===== src/rtl/tcp_stream_reassembler_assert.svh =====
// ---------------------------------------------------------------------------
// tcp_stream_reassembler_assert.svh
// Assertion macros used by the reassembler back end (trs_back).
// ---------------------------------------------------------------------------
`ifndef TCP_STREAM_REASSEMBLER_ASSERT_SVH
`define TCP_STREAM_REASSEMBLER_ASSERT_SVH

// cond must never hold while out of reset
`define TRS_ASSERT_NEVER(lbl, cond) \
	lbl: assert property (@(posedge clk) disable iff (!arst_n) !(cond)) \
		else $error("reassembler: forbidden condition");

// a at one edge forces b at the next
`define TRS_ASSERT_NEXT(lbl, a, b) \
	lbl: assert property (@(posedge clk) disable iff (!arst_n) (a) |=> (b)) \
		else $error("reassembler: sequence violated");

`endif


===== src/rtl/trs_pkg.sv =====
// ---------------------------------------------------------------------------
// trs_pkg
// Types and constants of the stream reassembler.
// ---------------------------------------------------------------------------
`timescale 1ns / 1ps

package trs_pkg;

	// ring size; slot = index mod CAPACITY, taken as the low index bits
	localparam int CAPACITY = 4096;
	localparam int SLOT_W   = $clog2(CAPACITY);
	localparam int IDX_W    = 32;
	localparam int BYTE_W   = 8;
	localparam int CNT_W    = 13;
	localparam int Q_DEPTH  = 2;
	localparam int Q_PTR_W  = $clog2(Q_DEPTH);
	localparam int Q_CNT_W  = $clog2(Q_DEPTH + 1);

	localparam logic [1:0] OP_PUSH = 2'd0;
	localparam logic [1:0] OP_EOF  = 2'd1;
	localparam logic [1:0] OP_READ = 2'd2;

	typedef enum logic [1:0] {
		CMD_PUSH,
		CMD_EOF,
		CMD_READ,
		CMD_NOP
	} cmd_kind_t;

	typedef struct packed {
		cmd_kind_t          kind;
		logic [IDX_W-1:0]   index;
		logic [BYTE_W-1:0]  value;
		logic               eof;
	} cmd_t;

	typedef struct packed {
		logic clearing;
	} bk_status_t;

	typedef enum logic [2:0] {
		B_CLEAR,
		B_IDLE,
		B_PUSH,
		B_WALK_RD,
		B_WALK_CK,
		B_READ,
		B_RESULT
	} bk_state_t;

endpackage


===== src/rtl/trs_front.sv =====
// ---------------------------------------------------------------------------
// trs_front
// Takes words on the start/busy port, decodes the op and hands the command on.
// ---------------------------------------------------------------------------
`timescale 1ns / 1ps

module trs_front (
	input  logic                      clk,
	input  logic                      arst_n,
	input  logic                      start,
	output logic                      busy,
	input  logic [1:0]                op,
	input  logic [trs_pkg::IDX_W-1:0] index,
	input  logic [trs_pkg::BYTE_W-1:0] value,
	input  logic                      eof,
	input  trs_pkg::bk_status_t       status,
	input  logic                      q_full,
	output logic                      q_push,
	output trs_pkg::cmd_t             q_cmd
);
	import trs_pkg::*;

	logic      valid_s1;
	cmd_t      cmd_s1;
	cmd_kind_t kind;
	logic      take;

	always_comb begin
		unique case (op)
			OP_PUSH: kind = CMD_PUSH;
			OP_EOF:  kind = CMD_EOF;
			OP_READ: kind = CMD_READ;
			default: kind = CMD_NOP;
		endcase
	end

	assign busy   = status.clearing || (valid_s1 && q_full);
	assign take   = start && !busy;
	assign q_push = valid_s1 && !q_full;
	assign q_cmd  = cmd_s1;

	always_ff @(posedge clk or negedge arst_n) begin
		if (!arst_n) begin
			valid_s1 <= 1'b0;
		end else begin
			valid_s1 <= take || (valid_s1 && q_full);
		end
	end

	always_ff @(posedge clk) begin
		if (take) begin
			cmd_s1 <= '{kind: kind, index: index, value: value, eof: eof};
		end
	end

endmodule


===== config.mk =====
export PLATFORM = sky130hd
export DESIGN_NAME = trs_front
export DESIGN_NICKNAME = d
export VERILOG_FILES = /design/src/rtl/tcp_stream_reassembler_assert.svh /design/src/rtl/trs_pkg.sv /design/src/rtl/trs_front.sv
export SDC_FILE = /design/constraint.sdc
export NUM_CORES = 1
export LEC_CHECK = 0
export CAP_MARGIN = 10
export CORE_MARGIN = 8
export CORE_UTILIZATION = 53
export DETAILED_ROUTE_END_ITERATION = 10
export DONT_BUFFER_PORTS = 1
export PLACE_DENSITY = 0.83
export SETUP_SLACK_MARGIN = 0.3
export SLEW_MARGIN = 15
export SYNTH_ARGS = -nofsm -noshare
export SYNTH_HDL_FRONTEND = slang
export SYNTH_SLANG_ARGS = --single-unit

===== constraint.sdc =====
create_clock -name clk -period 2.9 [get_ports clk]
set_clock_uncertainty 0.15 [all_clocks]
set_input_delay 0.435 -clock clk [delete_from_list [all_inputs] [get_ports clk]]
set_output_delay 0.435 -clock clk [all_outputs]
set_load 0.005 [all_outputs]

==> metrics.csv <==
metric,value,unit
status,"finished, final reports clean",
clock sink count,44,
H-tree depth,2,
Syn Area/Cell,26.2,um2
final antenna-violating net count,0,
Hold Path Class,input pin to flop,
routed length per instance,24.8,um
Worst Tran Pin Value,459,ps
distinct cell type count after synthesis,8,
Final Critical Period,1790,ps
Place WS,1030,ps
Via density,5.18,
post-synthesis cell count,52,
row cnt,18,
fin nets,150,
Worst-Skew Late Latency,330,ps
IO buf count,0,
critical path type,flop to flop,
mux contribution to synthesized area,0,
setup ws final,1110,ps
GPL Wtd Cong,0.618,
WP data required,2760,ps
DRT Wirelength,3.30,mm
P&R area growth vs syn,41.8,%
largest family of logic cells by synthesized area,simple AND/OR/NAND/NOR gates,
Core Area,0.00245,mm2
fin crit share,0.618,
CTS buffer count,5,
Crit. Startpoint,valid_s1,
CTS max path bufs,2,
R2R setup slack,1110,ps
# DRC,0,
Setup crit end,q_cmd[5],
Final Cell Area,0.00193,mm2
global-route wire length before repair,3.29,mm
xor/xnor share of the synthesized area,0,
Ant. Diodes,0,
vias in the first global route,559,
Power Density,610,mW/mm2
R2R depth,2,
register area share after synthesis,0.966,
setup bufs post-CTS,0,
reg2reg start,valid_s1,
# Max-Cap Violations,0,
"top cells by area, synth","edfxtp_1, dfrtp_1, nand2b_4, clkbuf_1, nand2_1",
count of final setup violators,0,
layout cell share with drive strength beyond 1,0.0971,
routed vias,689,
reg-to-reg endpoint,q_cmd[5],
Worst VDD drop,0.489,mV
I/O pins,93,
cell type with the largest total area after synthesis,edfxtp_1,
Fin. Hold Viols,0,
Slew HR,0.694,
clk root buf,clkbuf_4,
Synth Cell Area,0.00136,mm2
clock edge transition at the registers on the reported setup and hold paths,120,ps
largest net degree at the start of global routing,31,
Synth Area in Compound Gates,0.00367,
gr usage total,0.111,
DP Area,0.00141,mm2
Worst EP arrival,1650,ps
number of synthesized register bits,44,
leakage dissipation,0.667,nW
max-slew violations,0,
Synth top area share,0.948,
DIE AREA,0.00445,mm2
total negative slack,0,ps
fmax,558,MHz
unrepaired setup endpoints after global routing,false,
CTS tree,done,
die width,66.7,um
Die Span Y,66.7,um
Initial Util,0.555,
Synth Area in Adders,0,
CP endpoint kind,flop,
Crit Path Max Fanout,30,
Mapped Nets,100,
post-synthesis simple-gate area fraction,0.0248,
initial antenna violation count,0,
Yosys Warn Count,0,
DR pass1 iterations,4,
GRT overflow,0,
Initial DRC Count,24,
Critical Path Source Type,flop,
sequential cells by signal (all words and copies together) (netlist names):
| register | count |
|---|---|
| q_cmd | 43 |
| valid_s1 | 1 |
layout make-up:
| type | count | area [um2] |
|---|---|---|
| Timing Repair Buffer | 45 | 448 |
| Multi-Input combinational cell | 6 | 50.0 |
| Tap cell | 30 | 37.5 |
| Clock buffer | 5 | 37.5 |
| Fill cell | 112 | 523 |
| Sequential cell | 44 | 1320 |
| Clock inverter | 3 | 42.5 |
metal layers:
| layer | up-vias | track usage | wire length, um |
|---|---|---|---|
| met5 | - | 0 | 0 |
| met4 | 0 | 0.0560 | 36 |
| met3 | 4 | 0.124 | 479 |
| met2 | 58 | 0.171 | 1820 |
| met1 | 326 | 0.0797 | 964 |
| li1 | 301 | - | - |
metrics by stage:
| step | power [mW] | std cells | hold WS, ps | utilization |
|---|---|---|---|---|
| 5_1_grt | 1.22 | 133 | 61.1 | 0.787 |
| 6_report | 1.18 | 133 | 83.1 | 0.787 |
| 3_3_place_gp | 0.781 | 81 | -10.5 | 0.575 |
| 2_1_floorplan | 0.771 | 52 | -10.6 | - |
| 4_1_cts | 1.14 | 90 | 18.7 | 0.612 |
| 3_5_place_dp | 0.781 | 81 | -10.5 | 0.575 |
worst max-delay path, cell delays in order (launching register included):
cell	delay (ps)
dfrtp_1	450
a21oi_4	430
buf_4	430
worst min-delay path by stage:
stage,startpoint,endpoint,slack (ps),depth (start not counted)
global placement,arst_n,valid_s1,-10,0
detailed placement,arst_n,valid_s1,-10,0
CTS,index[15],q_cmd[24],20,0
floorplan,arst_n,valid_s1,-10,0
global route,start,valid_s1,60,2
finish,start,valid_s1,80,2
cell usage after synthesis, drive strengths merged:
library cell and count:
edfxtp 43, clkbuf 2, nand2 2, nand2b 2, a21oi 1, dfrtp 1, nor2b 1
logic make-up after synthesis:
logic type,after synthesis
AOI/OAI and AO/OA,1
buffers and inverters,2
DFF,44
and+or+nand+nor,5
placed cells by master, fill, tap and decap left out, drive strengths merged:
cell type / instances
clkinv: 2
clkbuf: 5
dlygate4sd3: 44
nand2b: 2
dfrtp: 1
nand2: 2
a21oi: 1
buf: 1
bufinv: 1
edfxtp: 43
nor2b: 1
timing repair:
action,in CTS,in global routing
gates resized for setup,0,0
hold buffers,1,43
hold endpoints to repair,1,43
report_power, final:
group / internal [mW] / switching, mW / leakage, nW
clock network: 0.180 / 0.182 / 0.0428
registers: 0.731 / 0.0164 / 0.412
logic: 0.0438 / 0.0250 / 0.212
Power figures use the tool's default switching activity.
