==> config.mk <==
export PLATFORM = sky130hd
export DESIGN_NAME = trs_queue
export DESIGN_NICKNAME = d
export VERILOG_FILES = /design/src/rtl/tcp_stream_reassembler_assert.svh /design/src/rtl/trs_pkg.sv /design/src/rtl/trs_queue.sv
export SDC_FILE = /design/constraint.sdc
export NUM_CORES = 1
export LEC_CHECK = 0
export ABC_CLOCK_PERIOD_IN_PS = 8800
export BUFFER_PORTS_ARGS = -buffer_cell sky130_fd_sc_hd__buf_4
export CORE_MARGIN = 1
export CORE_UTILIZATION = 56
export DETAILED_ROUTE_END_ITERATION = 10
export PLACE_DENSITY_LB_ADDON = 0.15
export SLEW_MARGIN = 20
export SYNTH_ARGS = -nofsm -noshare
export SYNTH_HDL_FRONTEND = slang
export SYNTH_SLANG_ARGS = --single-unit
==> constraint.sdc <==
create_clock -name clk -period 8.8 [get_ports clk]
set_clock_uncertainty 0.05 [all_clocks]
set_input_delay 0.88 -clock clk [delete_from_list [all_inputs] [get_ports clk]]
set_output_delay 0.88 -clock clk [all_outputs]
set_load 0.02 [all_outputs]
==> src/rtl/tcp_stream_reassembler_assert.svh <==
// ---------------------------------------------------------------------------
// tcp_stream_reassembler_assert.svh
// Assertion macros used by the reassembler back end (trs_back).
// ---------------------------------------------------------------------------
`ifndef TCP_STREAM_REASSEMBLER_ASSERT_SVH
`define TCP_STREAM_REASSEMBLER_ASSERT_SVH

// cond must never hold while out of reset
`define TRS_ASSERT_NEVER(lbl, cond) \
	lbl: assert property (@(posedge clk) disable iff (!arst_n) !(cond)) \
		else $error("reassembler: forbidden condition");

// a at one edge forces b at the next
`define TRS_ASSERT_NEXT(lbl, a, b) \
	lbl: assert property (@(posedge clk) disable iff (!arst_n) (a) |=> (b)) \
		else $error("reassembler: sequence violated");

`endif

==> src/rtl/trs_pkg.sv <==
// ---------------------------------------------------------------------------
// trs_pkg
// Types and constants of the stream reassembler.
// ---------------------------------------------------------------------------
`timescale 1ns / 1ps

package trs_pkg;

	// ring size; slot = index mod CAPACITY, taken as the low index bits
	localparam int CAPACITY = 4096;
	localparam int SLOT_W   = $clog2(CAPACITY);
	localparam int IDX_W    = 32;
	localparam int BYTE_W   = 8;
	localparam int CNT_W    = 13;
	localparam int Q_DEPTH  = 2;
	localparam int Q_PTR_W  = $clog2(Q_DEPTH);
	localparam int Q_CNT_W  = $clog2(Q_DEPTH + 1);

	localparam logic [1:0] OP_PUSH = 2'd0;
	localparam logic [1:0] OP_EOF  = 2'd1;
	localparam logic [1:0] OP_READ = 2'd2;

	typedef enum logic [1:0] {
		CMD_PUSH,
		CMD_EOF,
		CMD_READ,
		CMD_NOP
	} cmd_kind_t;

	typedef struct packed {
		cmd_kind_t          kind;
		logic [IDX_W-1:0]   index;
		logic [BYTE_W-1:0]  value;
		logic               eof;
	} cmd_t;

	typedef struct packed {
		logic clearing;
	} bk_status_t;

	typedef enum logic [2:0] {
		B_CLEAR,
		B_IDLE,
		B_PUSH,
		B_WALK_RD,
		B_WALK_CK,
		B_READ,
		B_RESULT
	} bk_state_t;

endpackage

==> src/rtl/trs_queue.sv <==
// ---------------------------------------------------------------------------
// trs_queue
// Short command queue between the front end and the execution back end.
// ---------------------------------------------------------------------------
`timescale 1ns / 1ps

module trs_queue (
	input  logic          clk,
	input  logic          arst_n,
	input  logic          push,
	input  trs_pkg::cmd_t wr_cmd,
	output logic          full,
	input  logic          pop,
	output trs_pkg::cmd_t head,
	output logic          empty
);
	import trs_pkg::*;

	cmd_t                entries [Q_DEPTH];
	logic [Q_PTR_W-1:0]  wr_ptr_q;
	logic [Q_PTR_W-1:0]  rd_ptr_q;
	logic [Q_CNT_W-1:0]  count_q;
	logic                do_push;
	logic                do_pop;

	assign full    = (count_q == Q_CNT_W'(Q_DEPTH));
	assign empty   = (count_q == '0);
	assign do_push = push && !full;
	assign do_pop  = pop && !empty;
	assign head    = entries[rd_ptr_q];

	always_ff @(posedge clk or negedge arst_n) begin
		if (!arst_n) begin
			wr_ptr_q <= '0;
			rd_ptr_q <= '0;
			count_q  <= '0;
		end else begin
			if (do_push) begin
				wr_ptr_q <= (wr_ptr_q == Q_PTR_W'(Q_DEPTH - 1)) ? '0 : wr_ptr_q + 1'b1;
			end
			if (do_pop) begin
				rd_ptr_q <= (rd_ptr_q == Q_PTR_W'(Q_DEPTH - 1)) ? '0 : rd_ptr_q + 1'b1;
			end
			case ({do_push, do_pop})
				2'b10:   count_q <= count_q + 1'b1;
				2'b01:   count_q <= count_q - 1'b1;
				default: count_q <= count_q;
			endcase
		end
	end

	always_ff @(posedge clk) begin
		if (do_push) begin
			entries[wr_ptr_q] <= wr_cmd;
		end
	end

endmodule

==> results of run 1 <==
-- cell families after synthesis --
group / count (synthesis)
and+or+nand+nor: 7
buffers and inverters: 6
DFF: 90
muxes: 43
xor gates and xnor gates: 5
adders and majority gates: 1
-- power by group through the flow --
stage               clock (mW)  combinational, mW  sequential, mW
finish                   0.285              0.566           0.641
CTS                      0.292              0.574           0.642
detailed placement           0              0.573           0.651
global placement             0              0.570           0.646
global route             0.306              0.603           0.651
floorplan                    0              0.443           0.621
-- worst max path at each step --
stage / to / slack, ns / cells after the start
floorplan: entries[0][0] / 5.52 / 2
global placement: head[27] / 6.06 / 3
detailed placement: head[27] / 6.06 / 3
CTS: head[27] / 5.67 / 3
global route: head[27] / 5.61 / 3
finish: head[27] / 5.70 / 3
-- per-layer routing --
metal,global-route usage [%],up-vias,part of all wire [%]
li1,-,782,-
met1,17.7,783,39
met2,25.2,58,51
met3,5.62,7,8.3
met4,8.57,0,1.5
met5,0,-,0
-- cell usage after synthesis (all sizes together) --
cell type,number
mux2,43
and3,1
nor2,3
inv,1
xor2,2
buf,5
nor2b,1
dfrtp,4
nand2,1
ha,1
xnor2,3
edfxtp,86
nand2b,1
-- critical path, stage by stage (launching register included) --
cell	delay (ns)
dfrtp_2	0.78
buf_4	0.50
mux2_2	0.38
buf_4	0.16
-- stage by stage --
stage	hold WS (ns)	std cells	area, sq um	utilization (%)	setup slack, ns
detailed placement	0.453	315	4210	70.3	6.06
finish	0.275	331	4420	73.8	5.70
CTS	0.260	331	4420	73.8	5.67
floorplan	0.411	152	3500	-	5.52
global route	0.254	331	4420	73.8	5.61
global placement	0.439	315	4210	70.3	6.06
-- final cells by class --
cell class / instances / area [sq um]
clock buffer: 10 / 128
clock inverter: 6 / 81.3
fill: 371 / 1570
inverter: 1 / 3.75
multi-input combinational: 56 / 732
sequential: 90 / 2680
tap: 75 / 93.8
timing repair buffer: 93 / 698
-- flip-flops by register name, summed over array words and instances, names as in the netlist --
name and cells:
count_q 2, entries 86, rd_ptr_q 1, wr_ptr_q 1
==> qor.txt, run 1 <==
VDD IR-drop max -> 204 uV
Fin crit period -> 3.10 ns
Most frequent cells in the layout -> buf_4, edfxtp_1, mux2_4
Initial cell density of the core -> 58.4%
Pin count of the biggest net entering global routing -> 44
Via/cell ratio -> 4.92
Synth Instances -> 152
Comb power frac -> 37.9%
DRC Markers -> 0
CTS Root Buffer Type -> clkbuf_8
Global-route wire length before repair -> 7.08 mm
CTS Buf Count -> 9
Clk Latency, worst-skew pair -> 0.33 ns
Routed length per placed instance -> 14.6 um
Syn avg cell area -> 23.0 sq um
CTS hold repair buffers -> 0
RePlAce Congestion -> 0.726
Required time of the critical path -> 7.87 ns
Clock slew at reported path FFs -> 0.08 ns
Flop pwr share -> 43.0%
R2R cell count -> 2
Die H -> 81.1 um
Antenna Cells -> 0
Commonest non-fill, non-tap cell in the layout -> buf_4
Sink Count -> 90
Max frequency -> 0.322 GHz
Relative slew slack -> 32.0%
Main area contributors after synthesis -> edfxtp_1, mux2_4, dfrtp_1
Setup repair bufs after CTS -> 0
Crit. Startpoint -> rd_ptr_q
Crit path DAT -> 2.17 ns
R2R Path Start -> count_q[0]
Yosys reg bits -> 90
Placement Rows -> 28
Max-slew violation total from the final report -> 0
NetSw -> 0.456 mW
Leak -> 1.78 nW
Syn_nets -> 200
Main combinational cell family by area after synthesis -> multiplexers
R2R Setup Slk -> 6.88 ns
Post-synth top area cell -> edfxtp_1
Synth top area share -> 73.8%
IO Pins -> 92
Die X -> 81.1 um
Adder-cell share of the synthesized area -> 0.357%
Design Power -> 1.49 mW
Nets -> 299
Vias -> 1,630
Antenna-violating nets left -> 0
Post-synthesis compound-gate area fraction -> 0%
Hold Path Class -> primary input to async pin
Port buffer count -> 91
Synth Area in Simple Gates -> 1.04%
Count of final setup violators -> 0
Final hold vios -> 0
Gr usage total -> 15.5%
Die Area -> 6570 sq um
RSZ-0062 raised after global routing -> false
Worst Tran Pin Value -> 1.02 ns
# H-tree levels -> 3
Setup crit start kind -> flip-flop
Total global routing overflow -> 0
Post-DP HPWL -> 3.20 mm
Critical path type -> flip-flop to primary output
Multiplexer area fraction after synthesis -> 18.0%
Detailed Routing Iterations Pass 1 -> 4
Worst setup EP type -> primary output
Sw Share -> 30.6%
Core area -> 5990 sq um
R2R Path End -> entries[1][26]
DR iter-0 viols -> 91
Fraction of layout cells with a size suffix above 1 -> 60.2%
Vias in the first global route -> 1,538
Cts repair resizes -> 0
Run status -> finished clean
P_int -> 1.04 mW
Crit Path Max Fanout -> 23
Crit share post-route -> 35.3%
Final WL -> 4.82 mm
Max_cap viols -> 0
Clock buffer depth -> 2
YS warnings -> 0
Clk pwr share -> 19.1%
Xor and xnor area share after synthesis -> 1.25%
Post-synthesis sequential area ratio -> 76.6%
Area grow syn2layout -> 26.3%
Initial antenna violation count -> 0
Pwr/cell area -> 337 nW/um^2
CTS tree -> yes
Count of cell types in the netlist -> 15
Mapped Area -> 3500 sq um
Final setup TNS -> 0 ns
No activity file was read; power rests on OpenSTA's default activity.
==> run 2, diff against run 1 <==
--- a/config.mk
+++ b/config.mk
@@ -5,10 +5,11 @@
 export SDC_FILE = /design/constraint.sdc
 export NUM_CORES = 1
 export LEC_CHECK = 0
-export ABC_CLOCK_PERIOD_IN_PS = 8800
+export ABC_AREA = 1
+export ABC_CLOCK_PERIOD_IN_PS = 2860
 export BUFFER_PORTS_ARGS = -buffer_cell sky130_fd_sc_hd__buf_4
 export CORE_MARGIN = 1
-export CORE_UTILIZATION = 56
+export CORE_UTILIZATION = 52
 export DETAILED_ROUTE_END_ITERATION = 10
 export PLACE_DENSITY_LB_ADDON = 0.15
 export SLEW_MARGIN = 20
==> constraint.sdc (replaced) <==
create_clock -name clk -period 2.86 [get_ports clk]
set_clock_uncertainty 0.05 [all_clocks]
set_input_delay 0.286 -clock clk [delete_from_list [all_inputs] [get_ports clk]]
set_output_delay 0.286 -clock clk [all_outputs]
set_load 0.02 [all_outputs]
==> qor.txt, run 2 <==
Required time of the critical path -> 2.52 ns (-5.35 ns)
Port buffer count -> 91 (unchanged)
Sink Count -> 90 (unchanged)
Post-synth top area cell -> edfxtp_1
Number of flip-flops under the largest register name -> 86 (unchanged)
Worst Tran Pin Value -> 0.606 ns (-0.414 ns)
DR iter-0 viols -> 109 (+20%)
Crit path DAT -> 1.69 ns (-0.48 ns)
Setup repair bufs after CTS -> 0 (unchanged)
Pwr/cell area -> 1030 nW/um^2 (+200%)
Nets -> 403 (+35%)
Crit path buf inv count -> 2 (unchanged)
Main area contributors after synthesis -> edfxtp_1, nand2_1, dfrtp_1
Ys flop type -> edfxtp_1
CTS tree -> yes
Crit Path Max Fanout -> 26 (+13%)
Vias -> 2,096 (+29%)
Pin count of the biggest net entering global routing -> 45 (+2.3%)
CTS hold repair buffers -> 1 (+1)
Antenna-violating nets left -> 0 (unchanged)
Most frequent cells in the layout -> nand2_1, buf_4, edfxtp_1
Worst setup EP type -> primary output
Max frequency -> 0.493 GHz
Fin crit period -> 2.03 ns
Placement Rows -> 29 (+3.6%)
CP cell instances -> buf_4 -> nand2_1 -> nand2_1 -> buf_4
Synth Instances -> 257 (+69%)
Post-DP HPWL -> 3.84 mm (+20%)
Routed length per placed instance -> 13.2 um (-9.4%)
Largest regs -> entries (86), count_q (2)
CP top delay family -> flip-flops
R2R Path Start -> count_q[0]
Hold WS -> 0.0781 ns (-0.197 ns)
Cts repair resizes -> 0 (unchanged)
R2R cell count -> 3 (+1)
Total global routing overflow -> 0 (unchanged)
Crit. Startpoint -> rd_ptr_q
Die Area -> 6850 sq um (+4.3%)
Die X -> 82.8 um (+2.1%)
RePlAce Congestion -> 0.708 (-2.5%)
YS warnings -> 0 (unchanged)
Fillers -> 472 (+27%)
Clock slew at reported path FFs -> 0.08 ns (about the same)
Final setup TNS -> 0 ns (unchanged)
Die H -> 82.8 um (+2.1%)
Fraction of layout cells with a size suffix above 1 -> 31.7% (-28 points)
Count of final setup violators -> 0 (unchanged)
Relative slew slack -> 59.5% (+28 points)
Slowest-stage cell, CP -> dfrtp_2
Sequential cell area -> 2680 sq um (unchanged)
Post-synthesis sequential area ratio -> 79.1% (+2.4 points)
Area grow syn2layout -> 26.7%
Register with the most flip-flops -> entries
DRC Markers -> 0 (unchanged)
Max_cap viols -> 0 (unchanged)
Detailed Routing Iterations Pass 1 -> 4 (unchanged)
IO Pins -> 92 (unchanged)
Core area -> 6310 sq um (+5.4%)
Final hold vios -> 0 (unchanged)
CTS Buf Count -> 9 (unchanged)
Commonest non-fill, non-tap cell in the layout -> nand2_1
Area of the multi-input gates -> 589 sq um (-19%)
Critical path type -> flip-flop to primary output
Hold Path Class -> primary input to flip-flop
Post-synth ARST share -> 4.44% (unchanged)
Post-synth EDFFs -> 86 (unchanged)
Initial antenna violation count -> 0 (unchanged)
Synth top area share -> 76.1% (+2.3 points)
Initial cell density of the core -> 53.7% (-4.7 points)
Count of cell types in the netlist -> 16 (+1)
Via/cell ratio -> 4.80 (-2.6%)
VDD IR-drop max -> 555 uV (+170%)
Levels on crit path -> 4 (+1)
Mapped Area -> 3390 sq um (-3.1%)
Syn avg cell area -> 13.2 sq um (-43%)
Final WL -> 5.77 mm (+20%)
Min-Delay Path Depth -> 1
Hold Crit Start -> wr_cmd[1]
Most common cell in the synthesized netlist -> nand2_1
Setup crit start kind -> flip-flop
Crit share post-route -> 70.9%
Antenna Cells -> 0 (unchanged)
Vias in the first global route -> 1,907 (+24%)
Yosys reg bits -> 90 (unchanged)
Clock buffer depth -> 2 (unchanged)
Gr usage total -> 17.5% (+2.0 points)
CTS Root Buffer Type -> clkbuf_8
Global-route wire length before repair -> 8.27 mm (+17%)
Syn_nets -> 305 (+53%)
Run status -> finished clean
Max-slew violation total from the final report -> 0 (unchanged)
Leak -> 1.87 nW (+4.8%)
Clk Latency, worst-skew pair -> 0.34 ns (about the same)
RSZ-0062 raised after global routing -> false
Max stage delay on crit path -> 0.69 ns (-0.09 ns)
Synth top cells by count -> nand2_1, edfxtp_1, inv_1
# H-tree levels -> 3 (unchanged)
[run 2: changes by cell type after synthesis, sizes merged, moves of 2 or more]
cell,delta
mux2,-43
xor2,-2
xnor2,-2
buf,+4
inv,+9
nand2,+138
nand3,+3
[run 2: report_power, final]
part	internal (mW)	switching, mW	leakage (nW)
combinational	0.669	1.13	0.948
clock	0.317	0.377	0.0757
sequential	1.80	0.133	0.847
[run 2: per-stage QoR]
stage / setup WS (ns) / util (%) / area, sq um / std cells / total power, mW
CTS: 0.782 / 68.1 / 4300 / 437 / 4.48
detailed placement: 1.03 / 65.5 / 4140 / 420 / 3.78
floorplan: 0.000421 / - / 3390 / 257 / 3.09
global placement: 1.06 / 65.5 / 4140 / 420 / 3.74
finish: 0.831 / 68.1 / 4300 / 437 / 4.42
global route: 0.719 / 68.1 / 4300 / 437 / 4.70
[run 2: cell families after synthesis]
family                   count (synthesis)  synth area share (%)
adder cells (fa/ha/maj)                  1                 0.369
AND/OR/NAND/NOR                        145                  16.4
XOR/XNOR                                 1                 0.258
buffers and inverters                   19                  3.80
flip-flops                              90                  79.1
AO/OA/AOI/OAI                            1                 0.147
[run 2: path summary, 6_finish.rpt]
kind	endpoint	slack (ns)
max in group asynchronous	rd_ptr_q	2.43
hold / removal	entries[0][1]	0.08
min in group asynchronous	count_q[1]	0.22
hold reg to reg	wr_ptr_q	0.44
setup / recovery	head[5]	0.83
setup reg to reg	entries[1][12]	1.03
[run 2: final cells by class]
class / instances / share of cell area (%)
clock inverter: 1 / 0.116
inverter: 10 / 0.990
timing repair buffer: 96 / 17.1
multi-input combinational: 148 / 13.7
tap: 77 / 2.24
clock buffer: 15 / 3.41
sequential: 90 / 62.4
[run 2: worst register-to-register path: stages (launching register included)]
cell,delay (ns)
dfrtp_1,0.44
o21ai_1,0.18
nor2_4,0.51
buf_4,0.33
[run 2: per-layer routing]
| layer | vias up | track usage (%) | part of all wire (%) |
|---|---|---|---|
| met5 | - | 0 | 0 |
| met3 | 10 | 5.36 | 5.8 |
| met4 | 0 | 8.62 | 2.1 |
| li1 | 1049 | - | - |
| met2 | 72 | 29.6 | 51 |
| met1 | 965 | 20.1 | 41 |
==> run 3, diff against run 2 <==
--- a/config.mk
+++ b/config.mk
@@ -6,7 +6,7 @@
 export NUM_CORES = 1
 export LEC_CHECK = 0
 export ABC_AREA = 1
-export ABC_CLOCK_PERIOD_IN_PS = 2860
+export ABC_CLOCK_PERIOD_IN_PS = 1900
 export BUFFER_PORTS_ARGS = -buffer_cell sky130_fd_sc_hd__buf_4
 export CORE_MARGIN = 1
 export CORE_UTILIZATION = 52
==> constraint.sdc (replaced) <==
create_clock -name clk -period 1.9 [get_ports clk]
set_clock_uncertainty 0.05 [all_clocks]
set_input_delay 0.19 -clock clk [delete_from_list [all_inputs] [get_ports clk]]
set_output_delay 0.19 -clock clk [all_outputs]
set_load 0.02 [all_outputs]
==> qor.txt, run 3 (same netlist as run 2, synthesis figures left out) <==
Final setup TNS -> 0 ns (unchanged)
Die Area -> 6850 sq um (unchanged)
Routed length per placed instance -> 13.0 um (-1.5%)
Via/cell ratio -> 4.70 (-2.1%)
Commonest non-fill, non-tap cell in the layout -> nand2_1
Sink Count -> 90 (unchanged)
Clock buffer depth -> 2 (unchanged)
# H-tree levels -> 3 (unchanged)
Global-route wire length before repair -> 9.35 mm (+13%)
Vias in the first global route -> 2,128 (+12%)
Clk Latency, worst-skew pair -> 0.34 ns (about the same)
Worst Tran Pin Value -> 0.371 ns (-0.234 ns)
Hold Path Class -> primary input to flip-flop
Relative slew slack -> 75.1% (+16 points)
Max_cap viols -> 0 (unchanged)
Die X -> 82.8 um (unchanged)
Max frequency -> 0.560 GHz
CTS Root Buffer Type -> clkbuf_8
VDD IR-drop max -> 1110 uV (+99%)
Slowest-stage cell, CP -> dfrtp_2
Hold Crit Start -> pop
Setup repair bufs after CTS -> 0 (unchanged)
Number of flip-flops under the largest register name -> 86 (unchanged)
Area grow syn2layout -> 41.1%
Sw Share -> 37.5% (+0.40 points)
NetSw -> 2.57 mW (+57%)
Comb power frac -> 42.4% (+1.7 points)
Final WL -> 6.27 mm (+8.6%)
Clock slew at reported path FFs -> 0.08 ns (about the same)
Most frequent cells in the layout -> nand2_1, buf_4, edfxtp_1
RePlAce Congestion -> 0.809 (+14%)
Clk pwr share -> 15.6% (about the same)
Max-slew violation total from the final report -> 0 (unchanged)
Antenna Cells -> 0 (unchanged)
Core area -> 6310 sq um (unchanged)
IO Pins -> 92 (unchanged)
Port buffer count -> 91 (unchanged)
Required time of the critical path -> 1.66 ns (-0.86 ns)
Flop pwr share -> 41.9% (-1.7 points)
CTS tree -> yes
Antenna-violating nets left -> 0 (unchanged)
Crit Path Max Fanout -> 44 (+69%)
RSZ-0062 raised after global routing -> false
Vias -> 2,263 (+8.0%)
Placement Rows -> 29 (unchanged)
Leak -> 2.07 nW (+11%)
Worst setup EP type -> primary output
Pin count of the biggest net entering global routing -> 45 (unchanged)
Final hold vios -> 0 (unchanged)
Register with the most flip-flops -> entries
CTS hold repair buffers -> 44 (+43)
Initial cell density of the core -> 53.7% (unchanged)
Detailed Routing Iterations Pass 1 -> 4 (unchanged)
Post-DP HPWL -> 3.88 mm (+1.2%)
Cts repair resizes -> 0 (unchanged)
Max stage delay on crit path -> 0.53 ns (-0.16 ns)
Die H -> 82.8 um (unchanged)
R2R Path Start -> count_q[0]
Gr usage total -> 19.3% (+1.9 points)
P_int -> 4.29 mW (+54%)
Largest regs -> entries (86), count_q (2)
CP cell instances -> inv_6 -> nand2_1 -> nand2_1 -> buf_4
Initial antenna violation count -> 0 (unchanged)
Total global routing overflow -> 0 (unchanged)
Pwr/cell area -> 1430 nW/um^2 (+39%)
Fin crit period -> 1.78 ns
Place WS -> 0.213 ns (-0.818 ns)
CTS Buf Count -> 9 (unchanged)
Critical path type -> flip-flop to primary output
DRC Markers -> 0 (unchanged)
Most used cell, CP -> nand2_1
Setup crit start kind -> flip-flop
Crit share post-route -> 93.9%
Fraction of layout cells with a size suffix above 1 -> 29.6% (-2.0 points)
Run status -> finished clean
Final worst setup slack -> 0.115 ns (-0.716 ns)
Crit path DAT -> 1.54 ns (-0.15 ns)
Crit. Startpoint -> rd_ptr_q
Nets -> 448 (+11%)
Count of final setup violators -> 0 (unchanged)
DR iter-0 viols -> 120 (+10%)
## run 3: cell types whose count changed in the layout (fill, tap and decap cells not counted), sizes merged
cell / before / now
clkbuf: 15 / 9
clkinv: 1 / 7
buf: 95 / 97
inv: 10 / 9
dlygate4sd3: 1 / 44
clkinvlp: 0 / 1
## run 3: worst paths after layout
path / to / slack, ns / cells past startpoint
max in group asynchronous: rd_ptr_q / 1.56 / 2
max reg2reg: entries[0][22] / 0.19 / 5
min: rd_ptr_q / 0.07 / 3
max: head[24] / 0.12 / 4
min reg2reg: wr_ptr_q / 0.44 / 2
min in group asynchronous: count_q[0] / 0.13 / 2
## run 3: layer usage
layer  routed length [um]  vias to the layer above  global-route usage (%)
li1                     -                     1140                       -
met1                 2630                     1039                    22.7
met2                 3260                       75                    34.1
met3                  309                        9                    4.15
met4                   76                        0                    8.45
met5                    0                        -                       0
## run 3: worst max-delay path: cells and delay by family (launching register included)
kind | cells | cell delay [ns]
simple gates | 2 | 0.21
buf+inv | 2 | 0.45
flops | 1 | 0.53
## run 3: final cells by class
cell class                 count  area (sq um)
timing repair buffer         141          1210
inverter                      10          46.3
fill                         400          1530
sequential                    90          2680
tap                           77          96.3
multi-input combinational    148           594
clock inverter                 7          36.3
clock buffer                   9           124
## run 3: metrics by stage
step                utilization [%]  instance area, sq um  power (mW)  hold slack [ns]  std cells
floorplan                         -                  3410        4.66           -0.156        257
global placement               66.3                  4190        5.72          -0.0617        422
detailed placement             66.3                  4190        5.78          -0.0602        422
CTS                            75.8                  4790        6.91           0.0709        482
global route                   75.8                  4790        7.29           0.0705        482
finish                         75.8                  4790        6.86           0.0740        482
## run 3: power by group through the flow
stage / Sequential (mW) / Combinational [mW] / Clock (mW)
detailed placement: 2.92 / 2.85 / 0
global route: 2.92 / 3.20 / 1.18
floorplan: 2.85 / 1.81 / 0
CTS: 2.88 / 2.94 / 1.10
global placement: 2.91 / 2.81 / 0
finish: 2.87 / 2.91 / 1.07
